--- src/rtl/page_header_validator_unit_macros.svh ---
// assertion macros for the page header validator
`ifndef PAGE_HEADER_VALIDATOR_UNIT_MACROS_SVH
`define PAGE_HEADER_VALIDATOR_UNIT_MACROS_SVH

`ifndef SYNTHESIS
`define PHV_ASSERT(lbl, clk, rstn, prop) \
    lbl: assert property (@(posedge clk) disable iff (!rstn) prop) \
        else $error("phv assertion failed");
`define PHV_ASSERT_NEXT(lbl, clk, rstn, ante, cons) \
    lbl: assert property (@(posedge clk) disable iff (!rstn) (ante) |=> (cons)) \
        else $error("phv assertion failed");
`else
`define PHV_ASSERT(lbl, clk, rstn, prop)
`define PHV_ASSERT_NEXT(lbl, clk, rstn, ante, cons)
`endif

`endif

--- src/rtl/phv_pkg.sv ---
// shared types, constants and functions of the page header validator
`default_nettype none

package phv_pkg;

    localparam logic [6:0]  HDR_LEN   = 7'd88;
    localparam logic [6:0]  POS_LAST  = 7'd87;
    localparam logic [6:0]  CRC_END   = 7'd84;
    localparam logic [6:0]  POS_QUOT  = 7'd76;
    localparam logic [6:0]  POS_BOUND = 7'd77;
    localparam logic [31:0] CRC_POLY  = 32'hEDB88320;
    localparam logic [31:0] CRC_INIT  = 32'hFFFFFFFF;
    localparam logic [31:0] BOUND_LIMIT = 32'd2113929216;
    localparam logic [31:0] RECIP_255 = 32'h80808081;
    localparam logic [15:0] HDR_LEN_WORD = 16'd88;
    localparam logic [7:0]  COMP_CODE = 8'd1;

    localparam logic [2:0] CFG_SCHEMA   = 3'd0;
    localparam logic [2:0] CFG_EDGE     = 3'd1;
    localparam logic [2:0] CFG_MAX_PAY  = 3'd2;
    localparam logic [2:0] CFG_MAX_QUAL = 3'd3;

    typedef enum logic [2:0] {
        ST_OK        = 3'd0,
        ST_TRUNC     = 3'd1,
        ST_MAGIC     = 3'd2,
        ST_SCHEMA    = 3'd3,
        ST_QUALITY   = 3'd4,
        ST_ENCODING  = 3'd5,
        ST_HDR_CHECK = 3'd6,
        ST_CSIZE     = 3'd7
    } t_status;

    typedef struct packed {
        logic [15:0] schema_version;
        logic [15:0] page_edge;
        logic [30:0] max_payload_bytes;
        logic [7:0]  max_quality;
    } t_cfg;

    typedef struct packed {
        logic        magic_ok;
        logic [15:0] schema;
        logic [15:0] hdr_len;
        logic [7:0]  comp;
        logic [7:0]  quality;
        logic [15:0] revision;
        logic [63:0] page_x;
        logic [63:0] page_z;
        logic [63:0] seed;
        logic [15:0] edge_len;
        logic [15:0] rsvd;
        logic [31:0] pay_len;
        logic [31:0] cmp_len;
        logic [31:0] pay_crc;
        logic [23:0] hcrc_lo;
        logic [31:0] crc_final;
        logic [32:0] bound;
    } t_hdr;

    typedef struct packed {
        t_status     status;
        logic [7:0]  quality;
        logic [15:0] revision;
        logic [63:0] page_x;
        logic [63:0] page_z;
        logic [63:0] world_seed;
        logic [31:0] payload_length;
        logic [31:0] compressed_length;
        logic [31:0] payload_crc;
    } t_result;

    function automatic logic [31:0] crc_byte(input logic [31:0] crc, input logic [7:0] b);
        logic [31:0] c;
        c = crc ^ {24'd0, b};
        for (int i = 0; i < 8; i++) begin
            c = (c >> 1) ^ (CRC_POLY & {32{c[0]}});
        end
        return c;
    endfunction

    function automatic logic [7:0] magic_byte(input logic [1:0] idx);
        logic [7:0] m;
        case (idx)
            2'd0:    m = 8'h52;
            2'd2:    m = 8'h48;
            default: m = 8'h59;
        endcase
        return m;
    endfunction

endpackage

`default_nettype wire

--- src/rtl/phv_if.sv ---
// valid/ready channel interfaces for input bytes and header results
`default_nettype none

interface phv_in_if;
    logic       valid;
    logic       ready;
    logic [7:0] data_byte;
    logic       last_byte;

    modport source (output valid, output data_byte, output last_byte, input ready);
    modport sink (input valid, input data_byte, input last_byte, output ready);
endinterface

interface phv_out_if;
    logic               valid;
    logic               ready;
    logic [2:0]         status;
    logic [7:0]         quality;
    logic [15:0]        revision;
    logic signed [63:0] page_x;
    logic signed [63:0] page_z;
    logic [63:0]        world_seed;
    logic [31:0]        payload_length;
    logic [31:0]        compressed_length;
    logic [31:0]        payload_crc;

    modport source (
        output valid, output status, output quality, output revision,
        output page_x, output page_z, output world_seed, output payload_length,
        output compressed_length, output payload_crc, input ready
    );
    modport sink (
        input valid, input status, input quality, input revision,
        input page_x, input page_z, input world_seed, input payload_length,
        input compressed_length, input payload_crc, output ready
    );
endinterface

`default_nettype wire

--- src/rtl/phv_hdr_parse.sv ---
// byte position tracking, header field capture, crc and size bound
`default_nettype none
`include "page_header_validator_unit_macros.svh"

module phv_hdr_parse (
    input  wire logic        i_clk,
    input  wire logic        i_rst_n,
    input  wire logic        i_take,
    input  wire logic [7:0]  i_byte,
    input  wire logic        i_last,
    output phv_pkg::t_hdr    o_hdr,
    output logic             o_done,
    output logic             o_pos_last
);

    logic [6:0]  r_pos;
    logic        r_done;
    logic        r_magic_ok;
    logic [31:0] r_crc;
    logic [15:0] r_schema, r_hdr_len, r_rev, r_edge, r_rsvd;
    logic [7:0]  r_comp, r_qual;
    logic [63:0] r_page_x, r_page_z, r_seed;
    logic [31:0] r_pay, r_cmp, r_pcrc;
    logic [23:0] r_hcrc_lo;
    logic [24:0] r_quot;
    logic [32:0] r_bound;

    logic        w_step;
    logic [6:0]  w_woff, w_loff;
    logic [63:0] w_prod;

    assign w_step = i_take && !r_done;
    assign w_woff = r_pos - 7'd12;
    assign w_loff = r_pos - 7'd72;
    assign w_prod = r_pay * phv_pkg::RECIP_255;

    always_ff @(posedge i_clk) begin
        if (!i_rst_n) begin
            r_pos      <= '0;
            r_done     <= 1'b0;
            r_magic_ok <= 1'b1;
            r_crc      <= phv_pkg::CRC_INIT;
        end else if (i_take) begin
            if (i_last) begin
                r_pos      <= '0;
                r_done     <= 1'b0;
                r_magic_ok <= 1'b1;
                r_crc      <= phv_pkg::CRC_INIT;
            end else if (!r_done) begin
                r_pos  <= r_pos + 7'd1;
                r_done <= (r_pos == phv_pkg::POS_LAST);
                if (r_pos < phv_pkg::CRC_END) begin
                    r_crc <= phv_pkg::crc_byte(r_crc, i_byte);
                end
                if (r_pos < 7'd4 && i_byte != phv_pkg::magic_byte(r_pos[1:0])) begin
                    r_magic_ok <= 1'b0;
                end
            end
        end
    end

    // field capture, each byte lands once per header
    always_ff @(posedge i_clk) begin
        if (w_step) begin
            case (r_pos)
                7'd4:  r_schema[7:0]   <= i_byte;
                7'd5:  r_schema[15:8]  <= i_byte;
                7'd6:  r_hdr_len[7:0]  <= i_byte;
                7'd7:  r_hdr_len[15:8] <= i_byte;
                7'd8:  r_comp          <= i_byte;
                7'd9:  r_qual          <= i_byte;
                7'd10: r_rev[7:0]      <= i_byte;
                7'd11: r_rev[15:8]     <= i_byte;
                7'd68: r_edge[7:0]     <= i_byte;
                7'd69: r_edge[15:8]    <= i_byte;
                7'd70: r_rsvd[7:0]     <= i_byte;
                7'd71: r_rsvd[15:8]    <= i_byte;
                default: ;
            endcase
            if (r_pos >= 7'd12 && r_pos < 7'd36) begin
                case (w_woff[4:3])
                    2'd0:    r_page_x[{w_woff[2:0], 3'b000} +: 8] <= i_byte;
                    2'd1:    r_page_z[{w_woff[2:0], 3'b000} +: 8] <= i_byte;
                    default: r_seed[{w_woff[2:0], 3'b000} +: 8]   <= i_byte;
                endcase
            end
            if (r_pos >= 7'd72 && r_pos < phv_pkg::POS_LAST) begin
                case (w_loff[3:2])
                    2'd0:    r_pay[{w_loff[1:0], 3'b000} +: 8]  <= i_byte;
                    2'd1:    r_cmp[{w_loff[1:0], 3'b000} +: 8]  <= i_byte;
                    2'd2:    r_pcrc[{w_loff[1:0], 3'b000} +: 8] <= i_byte;
                    default: r_hcrc_lo[{w_loff[1:0], 3'b000} +: 8] <= i_byte;
                endcase
            end
            // payload / 255 then the lz4 bound, while the tail bytes stream in
            if (r_pos == phv_pkg::POS_QUOT) begin
                r_quot <= w_prod[63:39];
            end
            if (r_pos == phv_pkg::POS_BOUND) begin
                r_bound <= {1'b0, r_pay} + {8'd0, r_quot} + 33'd16;
            end
        end
    end

    always_comb begin
        o_hdr.magic_ok  = r_magic_ok;
        o_hdr.schema    = r_schema;
        o_hdr.hdr_len   = r_hdr_len;
        o_hdr.comp      = r_comp;
        o_hdr.quality   = r_qual;
        o_hdr.revision  = r_rev;
        o_hdr.page_x    = r_page_x;
        o_hdr.page_z    = r_page_z;
        o_hdr.seed      = r_seed;
        o_hdr.edge_len  = r_edge;
        o_hdr.rsvd      = r_rsvd;
        o_hdr.pay_len   = r_pay;
        o_hdr.cmp_len   = r_cmp;
        o_hdr.pay_crc   = r_pcrc;
        o_hdr.hcrc_lo   = r_hcrc_lo;
        o_hdr.crc_final = ~r_crc;
        o_hdr.bound     = r_bound;
    end

    assign o_done     = r_done;
    assign o_pos_last = (r_pos == phv_pkg::POS_LAST);

    `PHV_ASSERT(a_done_pos, i_clk, i_rst_n, r_done |-> (r_pos == phv_pkg::HDR_LEN))
    `PHV_ASSERT_NEXT(a_last_clears, i_clk, i_rst_n, i_take && i_last, r_pos == '0 && !r_done && r_magic_ok)
    `PHV_ASSERT_NEXT(a_pos_step, i_clk, i_rst_n, w_step && !i_last, r_pos == $past(r_pos) + 7'd1)

endmodule

`default_nettype wire

--- src/rtl/phv_hdr_check.sv ---
// header checks in fixed priority order, gives the result status
`default_nettype none

module phv_hdr_check (
    input  wire phv_pkg::t_hdr i_hdr,
    input  wire logic [7:0]    i_byte,
    input  wire phv_pkg::t_cfg i_cfg,
    output phv_pkg::t_status   o_status
);

    logic [31:0] w_hcrc;
    logic        w_bad_schema, w_bad_qual, w_bad_enc, w_bad_hdr, w_bad_size;

    assign w_hcrc = {i_byte, i_hdr.hcrc_lo};

    assign w_bad_schema = (i_hdr.schema != i_cfg.schema_version)
                       || (i_hdr.hdr_len != phv_pkg::HDR_LEN_WORD);
    assign w_bad_qual   = (i_hdr.quality > i_cfg.max_quality);
    assign w_bad_enc    = (i_hdr.comp != phv_pkg::COMP_CODE) || (i_hdr.revision == '0);
    assign w_bad_hdr    = (i_hdr.edge_len != i_cfg.page_edge) || (i_hdr.rsvd != '0)
                       || (i_hdr.pay_len == '0)
                       || (i_hdr.pay_len > {1'b0, i_cfg.max_payload_bytes})
                       || (i_hdr.cmp_len == '0) || (w_hcrc != i_hdr.crc_final);
    assign w_bad_size   = (i_hdr.pay_len > phv_pkg::BOUND_LIMIT)
                       || ({1'b0, i_hdr.cmp_len} > i_hdr.bound);

    always_comb begin
        if (!i_hdr.magic_ok) begin
            o_status = phv_pkg::ST_MAGIC;
        end else if (w_bad_schema) begin
            o_status = phv_pkg::ST_SCHEMA;
        end else if (w_bad_qual) begin
            o_status = phv_pkg::ST_QUALITY;
        end else if (w_bad_enc) begin
            o_status = phv_pkg::ST_ENCODING;
        end else if (w_bad_hdr) begin
            o_status = phv_pkg::ST_HDR_CHECK;
        end else if (w_bad_size) begin
            o_status = phv_pkg::ST_CSIZE;
        end else begin
            o_status = phv_pkg::ST_OK;
        end
    end

endmodule

`default_nettype wire

--- src/rtl/page_header_validator_unit.sv ---
// Page header validator top level. Takes a page file one byte per item on
// i_in and gives one result on o_out when the 88-byte header is complete,
// or a truncated status if last_byte comes earlier; bytes after the header
// are dropped until last_byte. One byte is taken every cycle while o_out is
// not stalled: a byte sits in an input register, is folded into the header
// state and crc, and on the final header byte the checks run and the result
// is registered for o_out. A result waiting on o_out holds the input
// register, and i_in stalls once that register is full. The payload/255
// division for the size bound runs on the two bytes after the payload
// length field. Configuration writes go through i_cfg_we/i_cfg_idx and
// should only be made while no file is in flight.
`default_nettype none
`include "page_header_validator_unit_macros.svh"

module page_header_validator_unit (
    input  wire logic         i_clk,
    input  wire logic         i_rst_n,
    phv_in_if.sink            i_in,
    phv_out_if.source         o_out,
    input  wire logic         i_cfg_we,
    input  wire logic [2:0]   i_cfg_idx,
    input  wire logic [30:0]  i_cfg_data
);

    phv_pkg::t_cfg    r_cfg;
    logic             r_in_valid;
    logic [7:0]       r_in_byte;
    logic             r_in_last;
    logic             r_out_valid, n_out_valid;
    phv_pkg::t_result r_out, n_out;

    phv_pkg::t_hdr    w_hdr;
    phv_pkg::t_status w_status;
    logic             w_done, w_pos_last;
    logic             w_advance, w_take, w_has_res;
    logic             w_trunc_out, w_trunc_ok;

    assign w_advance = !r_out_valid || o_out.ready;
    assign w_take    = r_in_valid && w_advance;
    assign w_has_res = !w_done && (w_pos_last || r_in_last);
    assign i_in.ready = !r_in_valid || w_advance;

    always_ff @(posedge i_clk) begin
        if (!i_rst_n) begin
            r_cfg.schema_version    <= 16'd1;
            r_cfg.page_edge         <= 16'd64;
            r_cfg.max_payload_bytes <= 31'd1048576;
            r_cfg.max_quality       <= 8'd1;
        end else if (i_cfg_we) begin
            unique case (i_cfg_idx)
                phv_pkg::CFG_SCHEMA:   r_cfg.schema_version    <= i_cfg_data[15:0];
                phv_pkg::CFG_EDGE:     r_cfg.page_edge         <= i_cfg_data[15:0];
                phv_pkg::CFG_MAX_PAY:  r_cfg.max_payload_bytes <= i_cfg_data;
                phv_pkg::CFG_MAX_QUAL: r_cfg.max_quality       <= i_cfg_data[7:0];
                default: ;
            endcase
        end
    end

    always_ff @(posedge i_clk) begin
        if (!i_rst_n) begin
            r_in_valid <= 1'b0;
        end else if (i_in.ready) begin
            r_in_valid <= i_in.valid;
        end
    end

    always_ff @(posedge i_clk) begin
        if (i_in.ready && i_in.valid) begin
            r_in_byte <= i_in.data_byte;
            r_in_last <= i_in.last_byte;
        end
    end

    phv_hdr_parse u_parse (
        .i_clk      (i_clk),
        .i_rst_n    (i_rst_n),
        .i_take     (w_take),
        .i_byte     (r_in_byte),
        .i_last     (r_in_last),
        .o_hdr      (w_hdr),
        .o_done     (w_done),
        .o_pos_last (w_pos_last)
    );

    phv_hdr_check u_check (
        .i_hdr    (w_hdr),
        .i_byte   (r_in_byte),
        .i_cfg    (r_cfg),
        .o_status (w_status)
    );

    always_comb begin
        if (w_pos_last) begin
            n_out.status            = w_status;
            n_out.quality           = w_hdr.quality;
            n_out.revision          = w_hdr.revision;
            n_out.page_x            = w_hdr.page_x;
            n_out.page_z            = w_hdr.page_z;
            n_out.world_seed        = w_hdr.seed;
            n_out.payload_length    = w_hdr.pay_len;
            n_out.compressed_length = w_hdr.cmp_len;
            n_out.payload_crc       = w_hdr.pay_crc;
        end else begin
            n_out        = '0;
            n_out.status = phv_pkg::ST_TRUNC;
        end
    end

    always_comb begin
        if (w_take) begin
            n_out_valid = w_has_res;
        end else if (o_out.ready) begin
            n_out_valid = 1'b0;
        end else begin
            n_out_valid = r_out_valid;
        end
    end

    always_ff @(posedge i_clk) begin
        if (!i_rst_n) begin
            r_out_valid <= 1'b0;
        end else begin
            r_out_valid <= n_out_valid;
        end
    end

    always_ff @(posedge i_clk) begin
        if (w_take && w_has_res) begin
            r_out <= n_out;
        end
    end

    assign o_out.valid             = r_out_valid;
    assign o_out.status            = r_out.status;
    assign o_out.quality           = r_out.quality;
    assign o_out.revision          = r_out.revision;
    assign o_out.page_x            = r_out.page_x;
    assign o_out.page_z            = r_out.page_z;
    assign o_out.world_seed        = r_out.world_seed;
    assign o_out.payload_length    = r_out.payload_length;
    assign o_out.compressed_length = r_out.compressed_length;
    assign o_out.payload_crc       = r_out.payload_crc;

    assign w_trunc_out = r_out_valid && (r_out.status == phv_pkg::ST_TRUNC);
    assign w_trunc_ok  = (r_out.payload_length == '0) && (r_out.world_seed == '0)
                      && (r_out.quality == '0);

    `PHV_ASSERT(a_ready_stall, i_clk, i_rst_n, !i_in.ready |-> (r_in_valid && r_out_valid))
    `PHV_ASSERT_NEXT(a_result_out, i_clk, i_rst_n, w_take && w_has_res, r_out_valid)
    `PHV_ASSERT(a_trunc_zero, i_clk, i_rst_n, w_trunc_out |-> w_trunc_ok)

endmodule

`default_nettype wire
--- src/flat_wrapper.sv ---
// flat-port wrapper written by rule: the top's interface ports become plain ports
module page_header_validator_unit_flat 
  (i_clk, i_rst_n, i_cfg_we, i_cfg_idx, i_cfg_data, i_in_valid, i_in_data_byte, i_in_last_byte, i_in_ready, o_out_valid, o_out_status, o_out_quality, o_out_revision, o_out_page_x, o_out_page_z, o_out_world_seed, o_out_payload_length, o_out_compressed_length, o_out_payload_crc, o_out_ready);
  phv_in_if i_in_i ();
  phv_out_if o_out_i ();
  input  wire logic i_clk;
  input  wire logic i_rst_n;
  input  wire logic i_cfg_we;
  input  wire logic [2:0] i_cfg_idx;
  input  wire logic [30:0] i_cfg_data;
  input wire logic [$bits(i_in_i.valid)-1:0] i_in_valid;
  input wire logic [$bits(i_in_i.data_byte)-1:0] i_in_data_byte;
  input wire logic [$bits(i_in_i.last_byte)-1:0] i_in_last_byte;
  output wire logic [$bits(i_in_i.ready)-1:0] i_in_ready;
  output wire logic [$bits(o_out_i.valid)-1:0] o_out_valid;
  output wire logic [$bits(o_out_i.status)-1:0] o_out_status;
  output wire logic [$bits(o_out_i.quality)-1:0] o_out_quality;
  output wire logic [$bits(o_out_i.revision)-1:0] o_out_revision;
  output wire logic [$bits(o_out_i.page_x)-1:0] o_out_page_x;
  output wire logic [$bits(o_out_i.page_z)-1:0] o_out_page_z;
  output wire logic [$bits(o_out_i.world_seed)-1:0] o_out_world_seed;
  output wire logic [$bits(o_out_i.payload_length)-1:0] o_out_payload_length;
  output wire logic [$bits(o_out_i.compressed_length)-1:0] o_out_compressed_length;
  output wire logic [$bits(o_out_i.payload_crc)-1:0] o_out_payload_crc;
  input wire logic [$bits(o_out_i.ready)-1:0] o_out_ready;
  assign i_in_i.valid = i_in_valid;
  assign i_in_i.data_byte = i_in_data_byte;
  assign i_in_i.last_byte = i_in_last_byte;
  assign i_in_ready = i_in_i.ready;
  assign o_out_valid = o_out_i.valid;
  assign o_out_status = o_out_i.status;
  assign o_out_quality = o_out_i.quality;
  assign o_out_revision = o_out_i.revision;
  assign o_out_page_x = o_out_i.page_x;
  assign o_out_page_z = o_out_i.page_z;
  assign o_out_world_seed = o_out_i.world_seed;
  assign o_out_payload_length = o_out_i.payload_length;
  assign o_out_compressed_length = o_out_i.compressed_length;
  assign o_out_payload_crc = o_out_i.payload_crc;
  assign o_out_i.ready = o_out_ready;
  page_header_validator_unit u_core (.i_clk(i_clk), .i_rst_n(i_rst_n), .i_in(i_in_i), .o_out(o_out_i), .i_cfg_we(i_cfg_we), .i_cfg_idx(i_cfg_idx), .i_cfg_data(i_cfg_data));
endmodule
--- config.mk ---
export PLATFORM = sky130hd
export DESIGN_NAME = page_header_validator_unit_flat
export DESIGN_NICKNAME = d
export VERILOG_FILES = /design/src/rtl/phv_pkg.sv /design/src/rtl/phv_if.sv /design/src/rtl/phv_hdr_parse.sv /design/src/rtl/phv_hdr_check.sv /design/src/rtl/page_header_validator_unit.sv /design/src/flat_wrapper.sv
export VERILOG_INCLUDE_DIRS = /design/src /design/src/rtl
export SDC_FILE = /design/constraint.sdc
export NUM_CORES = 2
export LEC_CHECK = 0
export BUFFER_PORTS_ARGS = -buffer_cell sky130_fd_sc_hd__buf_2
export CORE_ASPECT_RATIO = 0.8
export CORE_MARGIN = 2
export CORE_UTILIZATION = 30
export CTS_CLUSTER_SIZE = 10
export DETAILED_ROUTE_END_ITERATION = 7
export SETUP_SLACK_MARGIN = 0.5
export SYNTH_ARGS = -nofsm -noshare
export SYNTH_HDL_FRONTEND = slang
export SYNTH_SLANG_ARGS = --single-unit
export TNS_END_PERCENT = 50
--- constraint.sdc ---
create_clock -name i_clk -period 19.9 [get_ports i_clk]
set_input_delay 2.985 -clock i_clk [delete_from_list [all_inputs] [get_ports i_clk]]
set_output_delay 2.985 -clock i_clk [all_outputs]
set_load 0.05 [all_outputs]
# Word level (Yosys, flattened, before mapping)
# Index checks and enable logic that the tools add are counted.
# word_totals
ff_bits	904
latchBits	0
ram_bits	0
rom_bits	0
in_bits	48
output_inout_bits	317
mem_count	0
# classes
n_addsub	7
mul	1
div_mod_pow	0
magnitude_cmp	10
eq_ne	29
shift	6
mux	30
bitwise	14
reduce_logical	64
# op_table
op	n
31-bit by 32-bit XOR with 32-bit output	8
64-bit bitwise mux	3
32-bit bitwise mux	3
32-bit two-way mux	3
32-bit zero test	2
32-bit by 32-bit multiplier with 64-bit output (second input constant)	1
8-bit by 8-bit variable shift with 64-bit output (first input constant)	1
8-bit by 8-bit indexed part select with 64-bit output	1
7-bit equality test (second input constant)	7
2-bit AND reduction	19
32-bit by 25-bit adder with 33-bit output	1
33-bit by 5-bit adder with 33-bit output (second input constant)	1
32-bit by 33-bit > comparator with 1-bit output	1
32-bit by 31-bit > comparator with 1-bit output	1
32-bit by 31-bit > comparator with 1-bit output (second input constant)	1
8-bit two-way mux	4
16-bit != test	2
32-bit != test	1
32-bit inverter	1
8-bit by 7-bit variable shift with 32-bit output (first input constant)	1
8-bit by 7-bit indexed part select with 32-bit output	1
32-bit by 8-bit XOR with 32-bit output	1
7-bit by 3-bit equality test with 1-bit output (second input constant)	4
7-bit by 4-bit equality test with 1-bit output (second input constant)	4
other kinds (39)	89

# Logic depth before layout (Yosys ltp)
# logic_depth
word_depth	12
ltp_mapped	20
ltp_nobuf	20

# Cells and area by module
# From an unflattened synthesis, not the netlist that was laid out.
# hier_totals
hier_cells	3188
area_unflattened_um2	42728.5
# modules_own_cells
mod	instances	cells_per_inst	area_each_um2
phv_hdr_parse	1	1801	25248.0
page_header_validator_unit	1	960	14441.4
phv_hdr_check	1	427	3039.2

# Least setup slack after synthesis
# No wires, ideal clock.
# synth_timing
path_kind	input to register
startpoint	input port o_out_ready
endpoint	register u_core.r_out, in the netlist u_core.o_out.compressed_length[0] (enable)
setup_ns	0.664
arrival_time_ns	9.551
slack_ns	9.685
path_stages	5
n_path_buf	0
path_cell_list	nand2b_1 -> nand2_1 -> nor2_1 -> o21ai_0 -> inv_1
# synth_between
elab_chain_len	3
# synth_lines
element	line	source
from (decl)	flat_wrapper.sv:25	input wire logic [$bits(o_out_i.ready)-1:0] o_out_ready;
1-bit logical OR	page_header_validator_unit.sv:38	assign w_advance = !r_out_valid || o_out.ready;
1-bit logical AND	page_header_validator_unit.sv:39	assign w_take = r_in_valid && w_advance;
1-bit logical AND	page_header_validator_unit.sv:129	if (w_take && w_has_res) begin
to (signal assigned)	page_header_validator_unit.sv:130	r_out <= n_out;
to (decl)	page_header_validator_unit.sv:30	phv_pkg::t_result r_out, n_out;
# No other way between the ends.
# A chain may end at the register's enable or synchronous reset.

# Worst setup path after layout
# layout_timing
startpoint	input port o_out_ready
endpoint	output port i_in_ready
# layout_between
elab_chain_len	2
# layout_lines
element	line	source
1-bit logical OR	page_header_validator_unit.sv:38	
1-bit logical OR	page_header_validator_unit.sv:41	assign i_in.ready = !r_in_valid || w_advance;
to (decl)	flat_wrapper.sv:14	output wire logic [$bits(i_in_i.ready)-1:0] i_in_ready;
# No other way between the ends.

==> impl_metrics.ini <==
[timing]
min_period_ns = 6.48
worst_pin_slew_ns = 1.07
slew_violations = 0
rsz0062_at_grt = no
hold_viol_final = 0
fmax_mhz = 154
finalSetupViolCount = 0
finalSetupTns_ns = 0
max_slew_margin_pct = 28.4
fin_skew_ns = 0.0509
min_period_over_period_pct = 32.6

[yosys]
synthSimpleGateAreaFrac_pct = 12.2
synth_top_flop_cell = edfxtp_1
ys_ff_latch = 904
yosysTopAreaCellShare_pct = 56.1
synth.most_common_cell = edfxtp_1
syn_area_um2 = 42300
async_flop_share_pct = 0
syn_inst = 3111
synthAdderAreaFrac_pct = 14.1
synth_top_family_by_area = adder cells
syn_nets = 3611
synthTopCellsByCount = edfxtp_1, ha_1, and2_1
synth_mux_area_share_pct = 0.0237
synthXorXnorAreaFrac_pct = 4.08
synth-compound-area-share_pct = 5.88
synth_edf_count = 790
syn-mean-instance-area_um2 = 13.6
ys_seq_area_share_pct = 61.5
synth_top_area_cell = edfxtp_1
synth_area_leaders = edfxtp_1, ha_1, and2_1, dfxtp_1, xnor2_1
yosysWarnings = 0
ys_types = 70

[placed_design]
post-place-cells = 5302
gp_congestion = 0.884
port_buffers = 364
dp_hpwl_um = 82800
placed_area_um2 = 46500

[drt]
viasPerCell = 4.68
dr.pass1.iters = 5
route.vias.total = 25700
avgRoutedWirePerCell_um = 21.1
drc = 0
ant_nets = 0
drt_iter0_markers = 1930
drt-total-wl_um = 116000

[global_route]
grt_pass1_vias = 25200
track_usage_pct = 15.8
overflow = 0
grt_antenna_before_repair = 31
grt_pass1_wl_um = 167000
grt_max_degree = 124

[die]
num_rows = 123
core_um2 = 140000
die_x_um = 424
start_util_pct = 30.2
dieArea_um2 = 144000
boundaryPins = 365
fp.dieH_um = 340

[cts]
cts_setup_buffers = 0
cts_root_buf = clkbuf_16
cts_buffers = 106
ctsResizeCount = 0
cts_buffer_depth = 3
cts_tree = done
cts-htree-levels = 3
clk_latency_ns = 0.73
path_clk_slew_ns = 0.06
hold_buffers = 0
numClockSinks = 904

[power_and_ir_drop]
peakVddDrop_mv = 0.0678
powerDensity_nw_per_um2 = 81.9
leakage_uw = 0.0213

[min_path]
hp-class = flip-flop to flip-flop

[flow_run]
maxCapViolCount = 0

[finish]
fillers = 13500
fin_cells = 5494
final_net_count = 4035
stdcell_area_um2 = 49700
area_growth_syn_to_layout_pct = 17.5
drive_gt1_share_pct = 15.5

[critical_path]
path_max_fanout = 3
cp_data_arrival_time_ns = 3.50
worst_setup_path_end_kind = output port
required_ns = 16.91
startpoint_type = input pin
crit_type = input pin to output port

[status]
status = finished clean
## routing by layer
metal | vias to the layer above | wire, um | track usage (%)
met5 | - | 194 | 0
met4 | 32 | 2440 | 4.00
met3 | 182 | 6670 | 3.20
met2 | 673 | 54500 | 25.5
met1 | 12700 | 52100 | 21.6
li1 | 12100 | - | -
## final timing paths
kind                                                from                   endpoint  slack, ns  cells past startpoint
worst max-delay path                         o_out_ready                 i_in_ready      13.42                      3
worst min register to register          u_core.r_cfg[30]           u_core.r_cfg[30]       0.47                      2
worst min-delay path                    u_core.r_cfg[30]           u_core.r_cfg[30]       0.47                      2
worst max register to register  u_core.u_parse.r_pay[13]  u_core.u_parse.r_quot[23]      13.83                     20
## placed cells by master (no fill, tap or decap), types with 6 or more instances in the layout
| cell type | netlist | final |
|---|---|---|
| nand4_1 | 36 | 36 |
| nand2_1 | 223 | 223 |
| nor3_1 | 20 | 20 |
| or3_1 | 7 | 7 |
| xor2_1 | 65 | 65 |
| o21ai_0 | 31 | 31 |
| ha_1 | 409 | 409 |
| clkinv_2 | 0 | 7 |
| a21boi_0 | 72 | 72 |
| a21oi_1 | 88 | 88 |
| o22ai_1 | 34 | 34 |
| o21a_1 | 11 | 11 |
| buf_4 | 0 | 47 |
| nand3_1 | 33 | 33 |
| nor2_1 | 82 | 80 |
| o211ai_1 | 8 | 8 |
| nand2b_1 | 6 | 6 |
| and4_1 | 8 | 8 |
| clkbuf_16 | 0 | 107 |
| and3_1 | 60 | 60 |
| inv_1 | 157 | 156 |
| nor4_1 | 41 | 41 |
| a31oi_1 | 8 | 8 |
| xnor2_1 | 132 | 132 |
| nor2b_1 | 17 | 17 |
| diode_2 | 0 | 8 |
| fa_1 | 43 | 43 |
| dfxtp_1 | 114 | 114 |
| clkbuf_1 | 93 | 54 |
| buf_2 | 0 | 363 |
| o21bai_1 | 10 | 10 |
| edfxtp_1 | 790 | 790 |
| and2_1 | 383 | 383 |
| a21o_1 | 63 | 63 |
## critical path, stage by stage
cell and delay (ns):
buf_2 0.10, nand3b_1 0.18, buf_2 0.24
## through the flow
| stage | utilization [%] | hold slack (ns) | worst slack [ns] | power (uW) |
|---|---|---|---|---|
| global placement | 33.1 | 0.455 | 13.43 | 2310 |
| detailed placement | 33.1 | 0.460 | 13.42 | 2310 |
| CTS | 35.4 | 0.469 | 13.42 | 4110 |
| floorplan | - | 0.443 | 9.68 | 2250 |
| global route | 35.4 | 0.481 | 13.38 | 4200 |
| finish | 35.4 | 0.465 | 13.42 | 4070 |
## cells by family (layout without fill, tap and decap cells)
group | after synthesis | in the layout
and+or+nand+nor | 942 | 942
DFF | 904 | 904
adders and majority gates | 452 | 452
AOI/OAI and AO/OA | 364 | 364
buffers and inverters | 251 | 751
xor gates and xnor gates | 197 | 197
muxes | 1 | 1
other | 0 | 8
## final cells by class
type | instances | area [um2] | area share, %
Antenna cell | 8 | 20.0 | 0.0403
Clock buffer | 166 | 2950 | 5.94
Clock inverter | 18 | 238 | 0.479
Inverter | 157 | 597 | 1.20
Multi-Input combinational cell | 1956 | 15400 | 30.9
Sequential cell | 904 | 26000 | 52.3
Tap cell | 1875 | 2350 | 4.72
Timing Repair Buffer | 410 | 2170 | 4.37
## sequential cells by signal (all words and copies together) (netlist names), 16 cells and up
register / cells
u_core.r_cfg: 71
u_core.o_out.page_x: 64
u_core.o_out.page_z: 64
u_core.o_out.world_seed: 64
u_core.u_parse.r_page_x: 64
u_core.u_parse.r_page_z: 64
u_core.u_parse.r_seed: 64
u_core.u_parse.r_bound: 33
u_core.o_out.compressed_length: 32
u_core.o_out.payload_crc: 32
u_core.o_out.payload_length: 32
u_core.u_parse.r_cmp: 32
u_core.u_parse.r_crc: 32
u_core.u_parse.r_pay: 32
u_core.u_parse.r_pcrc: 32
u_core.u_parse.r_quot: 25
u_core.u_parse.r_hcrc_lo: 24
u_core.o_out.revision: 16
u_core.u_parse.r_edge: 16
u_core.u_parse.r_hdr_len: 16
u_core.u_parse.r_rev: 16
u_core.u_parse.r_rsvd: 16
u_core.u_parse.r_schema: 16
## report_power, final
part	leakage, uW	switching (uW)	internal (uW)	total [uW]
sequential	0.00916	14.2	2060	2080
clock	0.00152	764	1030	1790
combinational	0.0106	126	70.2	197
No activity file was read; power rests on OpenSTA's default activity.
